`src/hw/rtl/pim_pkg.sv`:
```
package pim_pkg;

  localparam int unsigned ClkW   = 27;
  localparam int unsigned PreW   = 17;
  localparam int unsigned PerW   = 17;
  localparam int unsigned ValW   = 16;
  localparam int unsigned CntW   = 16;
  localparam int unsigned TimeW  = 32;
  localparam int unsigned DutyW  = 16;
  localparam int unsigned PhaseW = 2;
  localparam int unsigned StepW  = 5;
  localparam int unsigned CfgIdxW = 2;

  localparam logic [ClkW-1:0] ClockReset = 27'd72000000;
  localparam logic [PreW-1:0] PreReset   = 17'd720;
  localparam logic [PerW-1:0] PerReset   = 17'd10000;

  localparam logic [CfgIdxW-1:0] CfgClock    = 2'd0;
  localparam logic [CfgIdxW-1:0] CfgPrescale = 2'd1;
  localparam logic [CfgIdxW-1:0] CfgPeriod   = 2'd2;

  // Last step index of each division: the count runs down to zero.
  localparam logic [StepW-1:0] StepsFreq = StepW'(ClkW - 1);
  localparam logic [StepW-1:0] StepsDuty = StepW'(DutyW - 1);

  localparam logic [CntW-1:0]  CntMax  = '1;
  localparam logic [DutyW-1:0] DutyMax = '1;

  typedef enum logic [PhaseW-1:0] {
    PhFirst  = 2'd0,
    PhFall   = 2'd1,
    PhSecond = 2'd2
  } phase_e;

  typedef enum logic [11:0] {
    StIdle    = 12'b0000_0000_0001,
    StMul     = 12'b0000_0000_0010,
    StExt     = 12'b0000_0000_0100,
    StApply   = 12'b0000_0000_1000,
    StCheck   = 12'b0000_0001_0000,
    StDivPre  = 12'b0000_0010_0000,
    StLdFreq  = 12'b0000_0100_0000,
    StDivFreq = 12'b0000_1000_0000,
    StLdDuty  = 12'b0001_0000_0000,
    StDivDuty = 12'b0010_0000_0000,
    StDone    = 12'b0100_0000_0000,
    StEmit    = 12'b1000_0000_0000
  } ctl_state_e;

  typedef struct packed {
    logic load;
    logic mul;
    logic ext;
    logic set_first;
    logic set_fall;
    logic set_span;
    logic check;
    logic ld_pre;
    logic ld_freq;
    logic ld_duty;
    logic step;
    logic commit_freq;
    logic commit_duty;
  } dp_cmd_t;

  typedef struct packed {
    logic cap;
    logic span_zero;
  } dp_status_t;

  typedef struct packed {
    logic              emit;
    logic              done;
    logic              zero;
    logic [PhaseW-1:0] phase;
  } ctl_result_t;

endpackage

```
`src/hw/rtl/pim_in_if.sv`:
```
interface pim_in_if import pim_pkg::*; ();
  logic            valid;
  logic            ready;
  logic            overflow_event;
  logic            capture_event;
  logic [ValW-1:0] capture_value;

  modport source(output valid, output overflow_event, output capture_event,
                 output capture_value, input ready);
  modport sink(input valid, input overflow_event, input capture_event,
               input capture_value, output ready);
endinterface

```
`src/hw/rtl/pim_out_if.sv`:
```
interface pim_out_if import pim_pkg::*; ();
  logic              valid;
  logic              ready;
  logic              measure_done;
  logic              zero_span;
  logic [ClkW-1:0]   frequency_hz;
  logic [DutyW-1:0]  duty_q16;
  logic [PhaseW-1:0] edge_phase;

  modport source(output valid, output measure_done, output zero_span,
                 output frequency_hz, output duty_q16, output edge_phase, input ready);
  modport sink(input valid, input measure_done, input zero_span,
               input frequency_hz, input duty_q16, input edge_phase, output ready);
endinterface

```
`src/hw/rtl/pim_datapath.sv`:
```
module pim_datapath import pim_pkg::*; (
  input  logic               clk_i,
  input  logic               rst_ni,
  input  logic               cfg_we_i,
  input  logic [CfgIdxW-1:0] cfg_idx_i,
  input  logic [ClkW-1:0]    cfg_data_i,
  input  logic               ovf_i,
  input  logic               cap_i,
  input  logic [ValW-1:0]    val_i,
  input  dp_cmd_t            cmd_i,
  output dp_status_t         status_o,
  output logic [ClkW-1:0]    freq_o,
  output logic [DutyW-1:0]   duty_o
);

  logic [ClkW-1:0]  clock_q;
  logic [PreW-1:0]  pre_q;
  logic [PerW-1:0]  per_q;
  logic [ValW-1:0]  val_q;
  logic             cap_q;
  logic [CntW-1:0]  ovf_cnt_q;
  logic [TimeW-1:0] prod_q;
  logic [TimeW-1:0] ext_q;
  logic [ValW-1:0]  first_q;
  logic [TimeW-1:0] fall_q;
  logic [TimeW-1:0] span_q;
  logic [TimeW-1:0] high_q;
  logic             sat_q;
  logic [TimeW-1:0] rem_q, rem_d;
  logic [ClkW-1:0]  dvd_q;
  logic [TimeW-1:0] dvs_q;
  logic [ClkW-1:0]  quot_q;
  logic [ClkW-1:0]  freq_q;
  logic [DutyW-1:0] duty_q;

  logic [TimeW:0]   prod_full;
  logic [TimeW:0]   rem_sh;
  logic             qbit;
  logic [PreW-1:0]  pre_eff;

  assign prod_full = (TimeW+1)'(ovf_cnt_q) * (TimeW+1)'(per_q);
  assign pre_eff   = (pre_q == '0) ? PreW'(1) : pre_q;
  assign rem_sh    = {rem_q, dvd_q[ClkW-1]};
  assign qbit      = (rem_sh >= {1'b0, dvs_q});

  always_comb begin
    if (qbit) begin
      rem_d = TimeW'(rem_sh - {1'b0, dvs_q});
    end else begin
      rem_d = rem_sh[TimeW-1:0];
    end
  end

  always_ff @(posedge clk_i or negedge rst_ni) begin
    if (!rst_ni) begin
      clock_q <= ClockReset;
      pre_q   <= PreReset;
      per_q   <= PerReset;
    end else if (cfg_we_i) begin
      unique case (cfg_idx_i)
        CfgClock:    clock_q <= cfg_data_i;
        CfgPrescale: pre_q   <= cfg_data_i[PreW-1:0];
        CfgPeriod:   per_q   <= cfg_data_i[PerW-1:0];
        default: ;
      endcase
    end
  end

  always_ff @(posedge clk_i or negedge rst_ni) begin
    if (!rst_ni) begin
      ovf_cnt_q <= '0;
      first_q   <= '0;
      fall_q    <= '0;
      freq_q    <= '0;
      duty_q    <= '0;
    end else begin
      if (cmd_i.load && ovf_i && ovf_cnt_q != CntMax) begin
        ovf_cnt_q <= ovf_cnt_q + CntW'(1);
      end else if (cmd_i.set_first) begin
        ovf_cnt_q <= '0;
      end
      if (cmd_i.set_first) begin
        first_q <= val_q;
      end
      if (cmd_i.set_fall) begin
        fall_q <= ext_q;
      end
      if (cmd_i.commit_freq) begin
        freq_q <= quot_q;
      end
      if (cmd_i.commit_duty) begin
        duty_q <= sat_q ? DutyMax : quot_q[DutyW-1:0];
      end
    end
  end

  always_ff @(posedge clk_i) begin
    if (cmd_i.load) begin
      val_q <= val_i;
      cap_q <= cap_i;
    end
    if (cmd_i.mul) begin
      prod_q <= prod_full[TimeW-1:0];
    end
    if (cmd_i.ext) begin
      ext_q <= TimeW'(val_q) + prod_q;
    end
    if (cmd_i.set_span) begin
      span_q <= ext_q - TimeW'(first_q);
      high_q <= fall_q - TimeW'(first_q);
    end
    if (cmd_i.check) begin
      sat_q <= (high_q >= span_q);
    end
    if (cmd_i.ld_pre) begin
      rem_q  <= '0;
      dvd_q  <= clock_q;
      dvs_q  <= TimeW'(pre_eff);
      quot_q <= '0;
    end else if (cmd_i.ld_freq) begin
      rem_q  <= '0;
      dvd_q  <= quot_q;
      dvs_q  <= span_q;
      quot_q <= '0;
    end else if (cmd_i.ld_duty) begin
      rem_q  <= high_q;
      dvd_q  <= '0;
      dvs_q  <= span_q;
      quot_q <= '0;
    end else if (cmd_i.step) begin
      rem_q  <= rem_d;
      dvd_q  <= {dvd_q[ClkW-2:0], 1'b0};
      quot_q <= {quot_q[ClkW-2:0], qbit};
    end
  end

  assign status_o.cap       = cap_q;
  assign status_o.span_zero = (span_q == '0);
  assign freq_o             = freq_q;
  assign duty_o             = duty_q;

endmodule

```
`src/hw/rtl/pim_controller.sv`:
```
module pim_controller import pim_pkg::*; (
  input  logic        clk_i,
  input  logic        rst_ni,
  input  logic        in_valid_i,
  output logic        in_ready_o,
  input  logic        out_free_i,
  input  dp_status_t  status_i,
  output dp_cmd_t     cmd_o,
  output ctl_result_t result_o
);

  ctl_state_e       state_q, state_d;
  phase_e           phase_q, phase_d;
  logic [StepW-1:0] cnt_q, cnt_d;
  logic             done_q, done_d;
  logic             zero_q, zero_d;
  logic             sat_seen;

  assign in_ready_o = (state_q == StIdle);

  always_comb begin
    state_d  = state_q;
    phase_d  = phase_q;
    cnt_d    = cnt_q;
    done_d   = done_q;
    zero_d   = zero_q;
    cmd_o    = '0;
    sat_seen = 1'b0;
    result_o = '{emit: 1'b0, done: done_q, zero: zero_q, phase: phase_q};

    unique case (state_q)
      StIdle: begin
        if (in_valid_i) begin
          cmd_o.load = 1'b1;
          done_d     = 1'b0;
          zero_d     = 1'b0;
          state_d    = StMul;
        end
      end
      StMul: begin
        cmd_o.mul = 1'b1;
        state_d   = StExt;
      end
      StExt: begin
        cmd_o.ext = 1'b1;
        state_d   = StApply;
      end
      StApply: begin
        state_d = StEmit;
        if (status_i.cap) begin
          unique case (phase_q)
            PhFirst: begin
              cmd_o.set_first = 1'b1;
              phase_d         = PhFall;
            end
            PhFall: begin
              cmd_o.set_fall = 1'b1;
              phase_d        = PhSecond;
            end
            PhSecond: begin
              cmd_o.set_span = 1'b1;
              phase_d        = PhFirst;
              state_d        = StCheck;
            end
            default: begin
              phase_d = PhFirst;
            end
          endcase
        end
      end
      StCheck: begin
        done_d = 1'b1;
        if (status_i.span_zero) begin
          zero_d  = 1'b1;
          state_d = StEmit;
        end else begin
          cmd_o.check  = 1'b1;
          cmd_o.ld_pre = 1'b1;
          cnt_d        = StepsFreq;
          state_d      = StDivPre;
        end
      end
      StDivPre: begin
        cmd_o.step = 1'b1;
        cnt_d      = cnt_q - StepW'(1);
        if (cnt_q == '0) begin
          state_d = StLdFreq;
        end
      end
      StLdFreq: begin
        cmd_o.ld_freq = 1'b1;
        cnt_d         = StepsFreq;
        state_d       = StDivFreq;
      end
      StDivFreq: begin
        cmd_o.step = 1'b1;
        cnt_d      = cnt_q - StepW'(1);
        if (cnt_q == '0) begin
          state_d = StLdDuty;
        end
      end
      StLdDuty: begin
        cmd_o.commit_freq = 1'b1;
        cmd_o.ld_duty     = 1'b1;
        cnt_d             = StepsDuty;
        state_d           = StDivDuty;
      end
      StDivDuty: begin
        cmd_o.step = 1'b1;
        cnt_d      = cnt_q - StepW'(1);
        if (cnt_q == '0) begin
          state_d = StDone;
        end
      end
      StDone: begin
        sat_seen          = 1'b1;
        cmd_o.commit_duty = sat_seen;
        state_d           = StEmit;
      end
      StEmit: begin
        if (out_free_i) begin
          result_o.emit = 1'b1;
          state_d       = StIdle;
        end
      end
      default: begin
        state_d = StIdle;
      end
    endcase
  end

  always_ff @(posedge clk_i or negedge rst_ni) begin
    if (!rst_ni) begin
      state_q <= StIdle;
      phase_q <= PhFirst;
      cnt_q   <= '0;
      done_q  <= 1'b0;
      zero_q  <= 1'b0;
    end else begin
      state_q <= state_d;
      phase_q <= phase_d;
      cnt_q   <= cnt_d;
      done_q  <= done_d;
      zero_q  <= zero_d;
    end
  end

endmodule

```
`src/hw/rtl/pwm_input_capture_meter.sv`:
```
// Channel   Dir  Payload
// in_if     in   overflow_event, capture_event, capture_value[15:0]
// out_if    out  measure_done, zero_span, frequency_hz[26:0], duty_q16[15:0], edge_phase[1:0]
// cfg       in   cfg_we_i, cfg_idx_i[1:0] (0 clock, 1 prescale, 2 period), cfg_data_i[26:0]
//
// One request is worked on at a time; ready is high only while the controller is idle.
// A request without a completed period passes the multiply, extend and apply states
// before its result is emitted; a completed period with zero span passes the check state too.
// Any other completed period is then worked through one shared restoring divider
// that runs 27, 27 and 16 steps for the prescaled clock, the frequency and the duty.
// Reset clears the measurement state and loads the register defaults; a stalled
// result sits in the output register while the next request is accepted.
module pwm_input_capture_meter import pim_pkg::*; (
  input  logic               clk_i,
  input  logic               rst_ni,
  pim_in_if.sink             in_if,
  pim_out_if.source          out_if,
  input  logic               cfg_we_i,
  input  logic [CfgIdxW-1:0] cfg_idx_i,
  input  logic [ClkW-1:0]    cfg_data_i
);

  dp_cmd_t          cmd;
  dp_status_t       status;
  ctl_result_t      result;
  logic [ClkW-1:0]  freq;
  logic [DutyW-1:0] duty;
  logic             out_valid_q;
  logic             out_free;

  assign out_free = !out_valid_q || out_if.ready;

  pim_controller u_ctl (
    .clk_i      (clk_i),
    .rst_ni     (rst_ni),
    .in_valid_i (in_if.valid),
    .in_ready_o (in_if.ready),
    .out_free_i (out_free),
    .status_i   (status),
    .cmd_o      (cmd),
    .result_o   (result)
  );

  pim_datapath u_dp (
    .clk_i      (clk_i),
    .rst_ni     (rst_ni),
    .cfg_we_i   (cfg_we_i),
    .cfg_idx_i  (cfg_idx_i),
    .cfg_data_i (cfg_data_i),
    .ovf_i      (in_if.overflow_event),
    .cap_i      (in_if.capture_event),
    .val_i      (in_if.capture_value),
    .cmd_i      (cmd),
    .status_o   (status),
    .freq_o     (freq),
    .duty_o     (duty)
  );

  always_ff @(posedge clk_i or negedge rst_ni) begin
    if (!rst_ni) begin
      out_valid_q <= 1'b0;
    end else if (result.emit) begin
      out_valid_q <= 1'b1;
    end else if (out_if.ready) begin
      out_valid_q <= 1'b0;
    end
  end

  always_ff @(posedge clk_i) begin
    if (result.emit) begin
      out_if.measure_done <= result.done;
      out_if.zero_span    <= result.zero;
      out_if.frequency_hz <= freq;
      out_if.duty_q16     <= duty;
      out_if.edge_phase   <= result.phase;
    end
  end

  assign out_if.valid = out_valid_q;

  a_done_rearms: assert property (@(posedge clk_i) disable iff (!rst_ni)
    out_if.valid && out_if.measure_done |-> out_if.edge_phase == PhFirst)
    else $error("completed measurement did not return to the first edge");

  a_zero_is_done: assert property (@(posedge clk_i) disable iff (!rst_ni)
    out_if.valid && out_if.zero_span |-> out_if.measure_done)
    else $error("zero span flagged without a completed measurement");

  a_one_at_a_time: assert property (@(posedge clk_i) disable iff (!rst_ni)
    in_if.valid && in_if.ready |=> !in_if.ready)
    else $error("second request accepted while one is in progress");

endmodule
```
`src/flat_wrapper.sv`:
```
// flat-port wrapper written by rule: the top's interface ports become plain ports
module pwm_input_capture_meter_flat import pim_pkg::*;
  (clk_i, rst_ni, cfg_we_i, cfg_idx_i, cfg_data_i, in_if_valid, in_if_overflow_event, in_if_capture_event, in_if_capture_value, in_if_ready, out_if_valid, out_if_measure_done, out_if_zero_span, out_if_frequency_hz, out_if_duty_q16, out_if_edge_phase, out_if_ready);
  pim_in_if in_if_i ();
  pim_out_if out_if_i ();
  input  logic clk_i;
  input  logic rst_ni;
  input  logic cfg_we_i;
  input  logic [CfgIdxW-1:0] cfg_idx_i;
  input  logic [ClkW-1:0] cfg_data_i;
  input wire logic [$bits(in_if_i.valid)-1:0] in_if_valid;
  input wire logic [$bits(in_if_i.overflow_event)-1:0] in_if_overflow_event;
  input wire logic [$bits(in_if_i.capture_event)-1:0] in_if_capture_event;
  input wire logic [$bits(in_if_i.capture_value)-1:0] in_if_capture_value;
  output wire logic [$bits(in_if_i.ready)-1:0] in_if_ready;
  output wire logic [$bits(out_if_i.valid)-1:0] out_if_valid;
  output wire logic [$bits(out_if_i.measure_done)-1:0] out_if_measure_done;
  output wire logic [$bits(out_if_i.zero_span)-1:0] out_if_zero_span;
  output wire logic [$bits(out_if_i.frequency_hz)-1:0] out_if_frequency_hz;
  output wire logic [$bits(out_if_i.duty_q16)-1:0] out_if_duty_q16;
  output wire logic [$bits(out_if_i.edge_phase)-1:0] out_if_edge_phase;
  input wire logic [$bits(out_if_i.ready)-1:0] out_if_ready;
  assign in_if_i.valid = in_if_valid;
  assign in_if_i.overflow_event = in_if_overflow_event;
  assign in_if_i.capture_event = in_if_capture_event;
  assign in_if_i.capture_value = in_if_capture_value;
  assign in_if_ready = in_if_i.ready;
  assign out_if_valid = out_if_i.valid;
  assign out_if_measure_done = out_if_i.measure_done;
  assign out_if_zero_span = out_if_i.zero_span;
  assign out_if_frequency_hz = out_if_i.frequency_hz;
  assign out_if_duty_q16 = out_if_i.duty_q16;
  assign out_if_edge_phase = out_if_i.edge_phase;
  assign out_if_i.ready = out_if_ready;
  pwm_input_capture_meter u_core (.clk_i(clk_i), .rst_ni(rst_ni), .in_if(in_if_i), .out_if(out_if_i), .cfg_we_i(cfg_we_i), .cfg_idx_i(cfg_idx_i), .cfg_data_i(cfg_data_i));
endmodule
```
`config.mk`:
```
export PLATFORM = sky130hd
export DESIGN_NAME = pwm_input_capture_meter_flat
export DESIGN_NICKNAME = d
export VERILOG_FILES = /design/src/hw/rtl/pim_pkg.sv /design/src/hw/rtl/pim_in_if.sv /design/src/hw/rtl/pim_out_if.sv /design/src/hw/rtl/pim_datapath.sv /design/src/hw/rtl/pim_controller.sv /design/src/hw/rtl/pwm_input_capture_meter.sv /design/src/flat_wrapper.sv
export SDC_FILE = /design/constraint.sdc
export NUM_CORES = 2
export LEC_CHECK = 0
export BUFFER_PORTS_ARGS = -buffer_cell sky130_fd_sc_hd__buf_2
export CAP_MARGIN = 20
export CORE_ASPECT_RATIO = 2
export CORE_MARGIN = 2
export CORE_UTILIZATION = 55
export CTS_BUF_LIST = sky130_fd_sc_hd__clkbuf_4
export DETAILED_ROUTE_END_ITERATION = 16
export PLACE_DENSITY_LB_ADDON = 0.12
export SLEW_MARGIN = 20
export SYNTH_ARGS = -nofsm -noshare
export SYNTH_HDL_FRONTEND = slang
export SYNTH_HIERARCHICAL = 1
export SYNTH_SLANG_ARGS = --single-unit
```
`constraint.sdc`:
```
create_clock -name clk_i -period 7.1 [get_ports clk_i]
set_input_delay 0 -clock clk_i [delete_from_list [all_inputs] [get_ports clk_i]]
set_output_delay 0 -clock clk_i [all_outputs]
set_load 0.03 [all_outputs]
```
==> results.py <==
metrics = {
    "status": {
        "status": "complete, no violations",
    },
    "floorplanning": {
        "die-area_um2": 62200,
        "initial_core_util": 0.554,
        "coreArea_um2": 59700,
        "die_y_um": 351,
        "num_rows": 127,
        "die_w_um": 177,
        "io_pins": 101,
    },
    "place": {
        "portBuffers": 100,
        "preCtsSetupSlack_ns": 0.110,
        "detailed_place_hpwl_mm": 70.2,
        "placed_cell_area_um2": 34500,
        "gp_congestion": 0.926,
    },
    "yosys": {
        "synth-simple-area-share": 0.140,
        "synth_top_family_by_area": "adder cells",
        "synthCells": 3193,
        "synthTopCellsByArea": "edfxtp_1, dfrtp_1, fa_1",
        "ys_seq_area_frac": 0.404,
        "syn_area_um2": 33100,
        "ys.flop_type": "edfxtp_1",
        "netlist.area_leader.share": 0.215,
        "syn-num-nets": 3671,
        "ys_seq_elements": 501,
        "ys_types": 78,
        "synthXorXnorAreaFrac": 0.0384,
        "synth_fa_ha_area_frac": 0.209,
        "muxShareOfSynthArea": 0.0490,
        "synth_edf_count": 237,
        "synth-compound-area-share": 0.103,
        "synth_top_cell_by_area": "edfxtp_1",
        "syn_area_per_cell_um2": 10.4,
        "async_flop_share": 0.379,
        "synth_warnings": 6,
    },
    "cts": {
        "post_cts_buffers": 0,
        "cts_inserted_buffers": 112,
        "cts_tree": "done",
        "clkTransAtPathRegs_ns": 0.08,
        "clk_latency_ns": 0.95,
        "cts_sinks": 501,
        "clockRootBuffer": "clkbuf_4",
        "clockBufferDepth": 3,
        "h-tree-depth": 3,
    },
    "global_routing": {
        "grt_max_degree": 142,
        "grt_antenna_before_repair": 2,
        "overflow": 0,
        "track_usage": 0.299,
        "grt_pass1_wl_mm": 141,
        "grt_pass1_vias": 26200,
    },
    "timing": {
        "slew_violations": 0,
        "holdWs_ns": 0.128,
        "setup_viol": 0,
        "fmax_ghz": 0.145,
        "period_minus_slack_ns": 6.90,
        "hold_viol": 0,
        "clock-skew-final_ns": 0.0935,
        "setup_tns_ns": 0,
        "tightest_slew_ns": 1.21,
        "fin_ws_ns": 0.200,
        "rsz0062_at_grt": "false",
        "final.period_utilization": 0.972,
        "max-slew-margin-rel": 0.173,
    },
    "pwr": {
        "power_density_nw_per_um2": 234,
        "p_sw_frac": 0.342,
        "p_comb_frac": 0.300,
        "p_leak_nw": 16.7,
        "ir_drop_v": 0.000115,
        "internal_power_mw": 5.73,
        "p_seq_frac": 0.422,
        "switching_power_mw": 2.99,
        "power_frac_clock": 0.278,
    },
    "drt": {
        "first_pass_iters": 5,
        "drt_iter0_markers": 1419,
        "wire_per_inst_um": 21.0,
        "via_per_inst": 5.69,
        "via_count": 24600,
        "ant_nets": 0,
        "wl_mm": 90.9,
        "drc": 0,
    },
    "finish": {
        "final_cell_mix": "inv_1, nand2_1, edfxtp_1",
        "final_common_cell": "inv_1",
        "drive_above_1_share": 0.148,
        "fin_nets": 3921,
        "post-route-util": 0.624,
        "final_cell_area_um2": 37300,
        "syn_to_final_growth_pct": 12.7,
    },
    "critical_path": {
        "cp_cell_sequence": "buf_4 -> nand2_1 -> fa_1 -> inv_1 -> fa_1 -> fa_1 -> fa_1 -> fa_1 -> inv_1 -> fa_1 -> inv_1 -> ha_1 -> a21o_1 -> a21oi_1 -> nor2b_1 -> or2_2 -> o311ai_1 -> buf_4 -> a21oi_1 -> o41ai_1 -> nand2b_1 -> xor2_1",
        "critPathMaxFanout": 9,
        "cp-end-kind": "register",
        "critPathSlowestCell": "fa_1",
        "cp_common_cell": "fa_1",
        "startpoint_type": "register",
        "cp_slowest_stage_delay_ns": 0.71,
        "cp.required_ns": 7.76,
        "path_class": "reg -> reg",
        "critPathArrivalTime_ns": 7.56,
    },
    "min_path": {
        "hp-class": "in -> reg",
    },
    "job": {
        "cap_violations": 0,
    },
}
[worst max-delay path: cells and delay by family (launching register included)]
kind	cells	cell delay, ns
flops	1	0.53
compound gates	5	1.21
fa+ha+maj	7	3.56
buf+inv	5	0.60
xor+xnor	1	0.15
simple gates	4	0.55
[power by group through the flow]
stage                     Clock [mW]  Combinational, mW  Sequential, mW
after detailed placement           0               2.52            3.73
after global placement             0               2.45            3.72
after CTS                       2.49               2.61            3.67
final                           2.42               2.62            3.68
after global routing            2.64               2.90            3.70
after floorplan                    0               1.88            3.60
[through the flow]
stage	std cells	power (mW)
CTS	4317	8.78
global route	4321	9.24
floorplan	3193	5.48
global placement	3988	6.17
detailed placement	3990	6.25
finish	4323	8.72
[routing by layer]
| metal | GRT usage | part of all wire |
|---|---|---|
| met5 | 0 | 0 |
| met4 | 0.240 | 0.089 |
| met3 | 0.0425 | 0.036 |
| met2 | 0.569 | 0.55 |
| met1 | 0.278 | 0.32 |
[logic make-up after synthesis]
group                      after synthesis
AOI/OAI and AO/OA                      551
xor gates and xnor gates               145
adders and majority gates              426
buffers and inverters                  487
DFF                                    501
muxes                                  147
and+or+nand+nor                        936
[registers in the layout, indices dropped and copies added (netlist names), 17 cells and up]
signal	count
u_core/out_if.frequency_hz	27
u_core/u_dp/clock_q	27
u_core/u_dp/dvd_q	27
u_core/u_dp/dvs_q	32
u_core/u_dp/ext_q	32
u_core/u_dp/fall_q	32
u_core/u_dp/freq_o	27
u_core/u_dp/high_q	32
u_core/u_dp/per_q	17
u_core/u_dp/pre_q	17
u_core/u_dp/prod_q	32
u_core/u_dp/quot_q	27
u_core/u_dp/rem_q	32
u_core/u_dp/span_q	32
[final cells by class]
type / instances / area (um2)
inverter: 354 / 1330
multi-input combinational: 2205 / 17900
clock buffer: 157 / 1180
tap: 774 / 968
timing repair buffer: 269 / 2100
clock inverter: 57 / 388
fill: 5023 / 22500
sequential: 501 / 13400
antenna: 6 / 15.0
[Yosys cell counts (34+ instances only)]
library cell,n
dfrtp_1,173
xnor2_1,79
nor3_1,57
o21ai_0,179
clkbuf_1,124
nand2b_1,34
edfxtp_1,237
and3_1,37
mux2_2,119
nor2_1,179
xor2_1,66
fa_1,211
a21o_1,43
nand2_1,324
a21oi_1,135
dfxtp_1,74
ha_1,215
inv_1,354
and2_1,130
[repair_timing]
item,in CTS,in global routing
resized for setup,0,10
hold endpoints to repair,342,0
endpoints found under the setup margin,0,4
hold buffers,113,0
[worst paths after layout]
check	from	to	slack [ns]	cells past startpoint
min in group asynchronous	rst_ni	u_core/u_ctl/cnt_q[1]$_DFFE_PN0P_	0.21	4
worst min register to register	u_core/u_ctl/done_q$_DFFE_PN0P_	u_core/out_if.measure_done$_DFFE_PP_	0.44	0
max in group asynchronous	rst_ni	u_core/u_dp/ovf_cnt_q[8]$_DFFE_PN0P_	6.06	4
worst min-delay path	cfg_data_i[12]	u_core/u_dp/per_q[12]$_DFFE_PN0P_	0.13	3
worst max-delay path	u_core/u_dp/ovf_cnt_q[7]$_DFFE_PN0P_	u_core/u_dp/prod_q[30]$_DFFE_PP_	0.20	22
worst max register to register	u_core/u_dp/ovf_cnt_q[7]$_DFFE_PN0P_	u_core/u_dp/prod_q[30]$_DFFE_PP_	0.20	22
Power figures use the tool's default switching activity.
